## src/rtl/core/account_key_dedup_and_order_core_macros.svh

```systemverilog
// Assertion macros shared by the core modules
`ifndef ACCOUNT_KEY_DEDUP_AND_ORDER_CORE_MACROS_SVH
`define ACCOUNT_KEY_DEDUP_AND_ORDER_CORE_MACROS_SVH

// check an implication on every clock edge outside reset
`define AKD_ASSERT_IMP(label, clk, rst_n, ante, cons, msg) \
    label: assert property (@(posedge clk) disable iff (!rst_n) (ante) |-> (cons)) \
        else $error(msg);

// check an implication in the cycle after the antecedent
`define AKD_ASSERT_NEXT(label, clk, rst_n, ante, cons, msg) \
    label: assert property (@(posedge clk) disable iff (!rst_n) (ante) |=> (cons)) \
        else $error(msg);

`endif

```

## src/rtl/core/akd_pkg.sv

```systemverilog
`default_nettype none
package akd_pkg;

    localparam int MaxEntries = 32;
    localparam int IdxW       = $clog2(MaxEntries);
    localparam int CntW       = $clog2(MaxEntries + 1);

    typedef enum logic [1:0] {
        OP_ADD     = 2'd0,
        OP_COMPILE = 2'd1,
        OP_LOOKUP  = 2'd2,
        OP_CLEAR   = 2'd3
    } t_op;

    typedef enum logic [1:0] {
        ST_OK        = 2'd0,
        ST_FULL      = 2'd1,
        ST_NOT_FOUND = 2'd2,
        ST_EMPTY     = 2'd3
    } t_status;

    typedef struct packed {
        logic [1:0]  operation;
        logic [63:0] key_word0;
        logic [63:0] key_word1;
        logic [63:0] key_word2;
        logic [63:0] key_word3;
        logic        wants_signer;
        logic        wants_writable;
    } t_in;

    typedef struct packed {
        logic [1:0]  status;
        logic [4:0]  entry_index;
        logic [63:0] out_word0;
        logic [63:0] out_word1;
        logic [63:0] out_word2;
        logic [63:0] out_word3;
        logic        signer_mark;
        logic        writable_mark;
        logic [5:0]  signer_total;
        logic [5:0]  readonly_signer_total;
        logic [5:0]  readonly_plain_total;
        logic        last;
    } t_out;

    // controller -> datapath commands
    typedef struct packed {
        logic load;      // capture request
        logic scan_clr;  // scan index to 0
        logic scan_inc;  // advance scan index
        logic merge;     // OR marks into hit entry
        logic append;    // write new entry at count
        logic clr_cnt;   // count to 0
        logic sort_init; // i=0, j=1
        logic sort_step; // compare/exchange (i,j) and advance
        logic tot_clr;   // clear totals
        logic tot_acc;   // accumulate totals at scan index
        logic emit_key;  // emit entry at scan index
        logic emit_plain;// emit single result
        logic [1:0] plain_status;
        logic plain_hit; // single result carries hit entry
    } t_cmd;

    // datapath -> controller status
    typedef struct packed {
        logic [1:0] op;
        logic       hit;       // entry at scan index matches
        logic       scan_end;  // scan index at last valid entry or beyond
        logic       empty;
        logic       full;
        logic       sort_done;
    } t_sts;

endpackage
`default_nettype wire

```

## src/rtl/core/akd_ctrl.sv

```systemverilog
`default_nettype none
module akd_ctrl
    import akd_pkg::*;
(
    input  wire  logic i_clk,
    input  wire  logic i_rst_n,
    input  wire  logic i_start,
    input  wire  t_sts i_sts,
    output t_cmd       o_cmd,
    output logic       o_busy
);
    `include "account_key_dedup_and_order_core_macros.svh"

    typedef enum logic [5:0] {
        S_IDLE  = 6'b000001,
        S_DISP  = 6'b000010,
        S_SCAN  = 6'b000100,
        S_SORT  = 6'b001000,
        S_TOT   = 6'b010000,
        S_EMIT  = 6'b100000
    } t_state;

    t_state r_state, n_state;

    always_ff @(posedge i_clk) begin
        if (!i_rst_n) r_state <= S_IDLE;
        else          r_state <= n_state;
    end

    // next state and commands
    always_comb begin
        n_state = r_state;
        o_cmd   = '0;
        case (r_state)
            S_IDLE: begin
                if (i_start) begin
                    o_cmd.load = 1'b1;
                    o_cmd.scan_clr = 1'b1;
                    n_state = S_DISP;
                end
            end
            S_DISP: begin
                case (t_op'(i_sts.op))
                    OP_CLEAR: begin
                        o_cmd.clr_cnt = 1'b1;
                        o_cmd.emit_plain = 1'b1;
                        o_cmd.plain_status = ST_OK;
                        n_state = S_IDLE;
                    end
                    OP_COMPILE: begin
                        if (i_sts.empty) begin
                            o_cmd.emit_plain = 1'b1;
                            o_cmd.plain_status = ST_EMPTY;
                            n_state = S_IDLE;
                        end else begin
                            o_cmd.sort_init = 1'b1;
                            n_state = S_SORT;
                        end
                    end
                    default: begin
                        if (i_sts.empty) begin
                            o_cmd.emit_plain = 1'b1;
                            if (i_sts.op == OP_ADD) begin
                                o_cmd.append = 1'b1;
                                o_cmd.plain_status = ST_OK;
                            end else begin
                                o_cmd.plain_status = ST_NOT_FOUND;
                            end
                            n_state = S_IDLE;
                        end else begin
                            n_state = S_SCAN;
                        end
                    end
                endcase
            end
            S_SCAN: begin
                if (i_sts.hit) begin
                    o_cmd.emit_plain = 1'b1;
                    o_cmd.plain_status = ST_OK;
                    o_cmd.plain_hit = 1'b1;
                    o_cmd.merge = (i_sts.op == OP_ADD);
                    n_state = S_IDLE;
                end else if (i_sts.scan_end) begin
                    o_cmd.emit_plain = 1'b1;
                    if (i_sts.op == OP_ADD) begin
                        if (i_sts.full) begin
                            o_cmd.plain_status = ST_FULL;
                        end else begin
                            o_cmd.append = 1'b1;
                            o_cmd.plain_status = ST_OK;
                        end
                    end else begin
                        o_cmd.plain_status = ST_NOT_FOUND;
                    end
                    n_state = S_IDLE;
                end else begin
                    o_cmd.scan_inc = 1'b1;
                end
            end
            S_SORT: begin
                if (i_sts.sort_done) begin
                    o_cmd.scan_clr = 1'b1;
                    o_cmd.tot_clr = 1'b1;
                    n_state = S_TOT;
                end else begin
                    o_cmd.sort_step = 1'b1;
                end
            end
            S_TOT: begin
                o_cmd.tot_acc = 1'b1;
                if (i_sts.scan_end) begin
                    o_cmd.scan_clr = 1'b1;
                    n_state = S_EMIT;
                end else begin
                    o_cmd.scan_inc = 1'b1;
                end
            end
            S_EMIT: begin
                o_cmd.emit_key = 1'b1;
                if (i_sts.scan_end) n_state = S_IDLE;
                else o_cmd.scan_inc = 1'b1;
            end
            default: n_state = S_IDLE;
        endcase
    end

    assign o_busy = (r_state != S_IDLE);

    `AKD_ASSERT_NEXT(a_start_busy, i_clk, i_rst_n, (r_state == S_IDLE) && i_start,
        o_busy, "accepted transfer did not raise busy")
    `AKD_ASSERT_IMP(a_one_emit, i_clk, i_rst_n, 1'b1,
        !(o_cmd.emit_key && o_cmd.emit_plain), "two results in one cycle")
    `AKD_ASSERT_IMP(a_idle_quiet, i_clk, i_rst_n, r_state == S_IDLE,
        !o_cmd.emit_key && !o_cmd.sort_step, "work issued while idle")
endmodule
`default_nettype wire

```

## config.mk

```make
export PLATFORM = sky130hd
export DESIGN_NAME = akd_ctrl
export DESIGN_NICKNAME = d
export VERILOG_FILES = /design/src/rtl/core/akd_pkg.sv /design/src/rtl/core/akd_ctrl.sv
export VERILOG_INCLUDE_DIRS = /design/src /design/src/rtl/core
export SDC_FILE = /design/constraint.sdc
export NUM_CORES = 1
export LEC_CHECK = 0
export ABC_AREA = 1
export BUFFER_PORTS_ARGS = -buffer_cell sky130_fd_sc_hd__buf_2
export CAP_MARGIN = 10
export CORE_UTILIZATION = 35
export CTS_CLUSTER_SIZE = 16
export DETAILED_ROUTE_END_ITERATION = 7
export PLACE_DENSITY = 0.61
export SLEW_MARGIN = 30
export SYNTH_ARGS = -nofsm -noshare
export SYNTH_HDL_FRONTEND = slang
export SYNTH_SLANG_ARGS = --single-unit
```

## constraint.sdc

```tcl
create_clock -name i_clk -period 2 [get_ports i_clk]
set_clock_uncertainty 0.15 [all_clocks]
set_input_delay 0.4 -clock i_clk [delete_from_list [all_inputs] [get_ports i_clk]]
set_output_delay 0.4 -clock i_clk [all_outputs]
set_load 0.05 [all_outputs]
```

# Yosys cells after proc, flatten, opt, wreduce, memory -nomap -nowiden
# Index checks and enable logic that the tools add are counted.
# word_totals
register_bits	6
input_bits	10
# op_classes
eq_ne	12
n_mux	46
reduce_logical	4
# ops
operator	n
case mux 6 bit (6 select lines)	1
two-way mux 6 bit	5
two-way mux 1 bit	23
two-way mux 3 bit	5
case mux 3 bit (2 select lines)	2
case mux 6 bit (2 select lines)	1
two-way mux 2 bit	5
== test 6 x 1 -> 1 bit (second input constant)	1
== test 6 x 2 -> 1 bit (second input constant)	1
== test 6 x 3 -> 1 bit (second input constant)	1
== test 6 x 4 -> 1 bit (second input constant)	1
== test 6 x 5 -> 1 bit (second input constant)	1
== test 6 bit (second input constant)	1
!= test 2 bit (second input constant)	3
!= test 6 x 1 -> 1 bit (second input constant)	1
two-way mux 4 bit	1
case mux 1 bit (2 select lines)	2
OR reduction 2 bit	2
case mux 1 bit (3 select lines)	1
AND reduction 3 bit	1
== test 2 x 1 -> 1 bit (second input constant)	1
== test 2 bit (second input constant)	1
zero test 2 bit	1

# Logic depth before layout (Yosys ltp)
# depth
depth_word	5
ltp_mapped	7
mapped_depth_nobuf	7

# Worst setup path after synthesis
# OpenSTA, ideal clock, no wires.
# synth_timing
kind	register -> output
from	register r_state[5]
to	output o_cmd[12] (netlist name)
path_stages_with_launch	7
t_arrival_ns	1.849
n_path_buf	0
slack_ns	-0.399
t_required_ns	1.450
cell_sequence	dfxtp_1 -> inv_1 -> nor2_1 -> nand3_1 -> inv_1 -> nor2_1 -> o22ai_1
# synth_lines
item	line	rtl
start: declaration	akd_ctrl.sv:23	t_state r_state, n_state;
start signal: assignment	akd_ctrl.sv:27	else r_state <= n_state;
end: declaration	akd_ctrl.sv:9	output t_cmd o_cmd,

==> qor.txt <==
Mapped Avg Cell Area -> 5.87 sq um
final-layout fill cell count -> 173
Mapped Cells -> 101
post-synth top area share -> 20.3%
Yosys Warn Count -> 0
Final Hold Fails -> 0
Post-synth EDFFs -> 0
cts hold-fix bufs -> 0
Non-Filler Instances -> 146
total negative slack -> 0 ns
biggest regs -> r_state: 6 flops
max reg flops -> 6
ranking of synthesized cells by area -> dfxtp_1, inv_1, nand2_1
Die Height -> 43.2 um
TritonCTS clock tree -> built
Slew @ Worst Pin -> 0.250 ns
Die Wd -> 43.2 um
leakage power -> 0.445 nW
Yosys top cell by area -> dfxtp_1
IO Pins -> 26
slowest CP cell -> dfxtp_2
Initial Util -> 38.5%
worst hold margin -> 0.302 ns
# port buffers -> 25
CP Cell Sequence -> nor2_4, nand2_2, inv_4, nand2_4, o22ai_4, buf_6
final worst path period share -> 97.2%
min cycle time layout -> 1.94 ns
Via Count -> 738
Setup crit end kind -> output port
CORE AREA -> 1540 sq um
Max-Cap Viols -> 0
HPWL after DPL -> 1270 um
outcome -> completed
antenna violations before repair -> 0
top_reg_cell synth -> dfxtp_1
largest net degree at the start of global routing -> 9
Top reg by flops -> r_state
worst-skew pair later-pin latency -> 0.24 ns
Worst path max stage delay -> 0.34 ns
GRT overflow -> 0
WL per Instance -> 11.3 um
synthesized area -> 593 sq um
Final ANT Viol Nets -> 0
ratio of cells with drive above 1 in the final layout -> 43.8%
Longest Clk Path Bufs -> 2
Critical Path Start Type -> register
gpl congestion -> 0.817
Clk pin slew, worst setup/hold paths -> 0.05 ns
drt first-iter violations -> 8
final worst slack -> 0.0557 ns
drt pass-1 iters -> 4
Net Count, Synth -> 111
vias in the first global route -> 648
reg2reg path depth -> 6
DIE AREA -> 1860 sq um
CP Class -> reg -> out
Fmax -> 514 MHz
Clock Sinks -> 6
Inst Count DP -> 142
Yosys reg bits -> 6
Post-route DRC -> 0
R2R Setup Slk -> 0.69 ns
critical path peak fanout -> 5
root buffer cell -> clkbuf_4
Inserted Diodes -> 0
Final Power -> 380 uW
power density cells -> 434 nW/um^2
min-delay worst type -> in -> reg
global-route wire length before repair -> 2590 um
routed vias/inst -> 5.05
relative slew slack -> 83.4%
# setup viols final -> 0
All-Layer GR Usage -> 18.2%
critical path required time -> 1.45 ns
H-tree levels -> 1
row cnt -> 14
sequential share of the synthesized area -> 20.3%
RSZ-0062 raised after global routing -> true
crit path DAT -> 1.39 ns
Total Wirelength -> 1650 um
hold depth -> 4
Cell variety after synth -> 20
Area Growth Syn to Fin -> 47.7%
Peak VDD IR -> 274 uV
ys async rst share -> 0%
CTS Buf Count -> 3
Placement Setup Slack -> 0.0228 ns
Slew Limit Fails -> 0
Final #Nets -> 142
[layout make-up]
cell class	instances	area, sq um	area share (%)
Multi-Input combinational cell	75	447	51.0
Inverter	19	77.6	8.86
Sequential cell	6	125	14.3
Timing Repair Buffer	27	184	21.0
Clock buffer	3	22.5	2.57
Tap cell	16	20.0	2.29
[worst max-delay path: cells and delay by family, from the launching register on]
family	cells	cell delay (ns)
AOI/OAI and AO/OA	1	0.19
buffers and inverters	2	0.27
DFF	1	0.34
and+or+nand+nor	3	0.35
[Yosys cell counts (2+ instances only)]
master and count:
nor2_4 5, nand3_1 11, inv_1 16, nand2_1 16, nor2_1 15, nand2_2 3, o22ai_1 2, dfxtp_1 6
nand4_1 5, a21oi_1 6, o21ai_0 3, nor3_1 5
[logic make-up (layout without fill, tap and decap cells)]
kind of cell | count (synthesis) | after routing | share of synthesized area, %
simple gates | 62 | 62 | 54.6
buf+inv | 20 | 49 | 13.5
compound gates | 13 | 13 | 11.6
flops | 6 | 6 | 20.3
[path summary, 6_finish.rpt]
| kind | from | to |
|---|---|---|
| min | i_sts[4] | r_state[2] |
| min reg2reg | r_state[3] | r_state[2] |
| max | r_state[0] | o_cmd[12] |
| max reg2reg | r_state[0] | r_state[4] |
[layout by cell type (no fill, tap or decap), types with 5 or more instances in the layout]
cell      netlist  layout
inv_1          16      16
nand2_1        16      15
buf_2           1      15
nor2_1         15      12
nand3_1        11      11
a21oi_1         6       6
nor2_4          5       5
nand4_1         5       5
clkbuf_4        0       5
buf_4           0       5
buf_6           0       5
[report_power, final]
| part | switching (mW) | leakage [nW] | internal, mW |
|---|---|---|---|
| sequential | 0.00587 | 0.0501 | 0.125 |
| combinational | 0.0954 | 0.381 | 0.0425 |
| clock | 0.0436 | 0.0138 | 0.0679 |
[through the flow]
step,instance area [sq um],utilization [%]
finish,876,56.8
CTS,808,52.4
global placement,767,49.8
global route,876,56.8
detailed placement,767,49.8
floorplan,619,-
[layer usage]
metal	track usage, %	vias to the layer above	wire [um]
li1	-	392	-
met1	23.7	318	737
met2	29.6	24	787
met3	1.70	4	103
met4	9.09	0	19
met5	0	-	0
[what timing repair did]
action,CTS,global route
buffers inserted,0,1
pin swaps,0,3
gates resized for setup,7,23
endpoints found under the setup margin,7,12
cloned,0,0
Note: power is estimated with default switching activity, not from simulation.
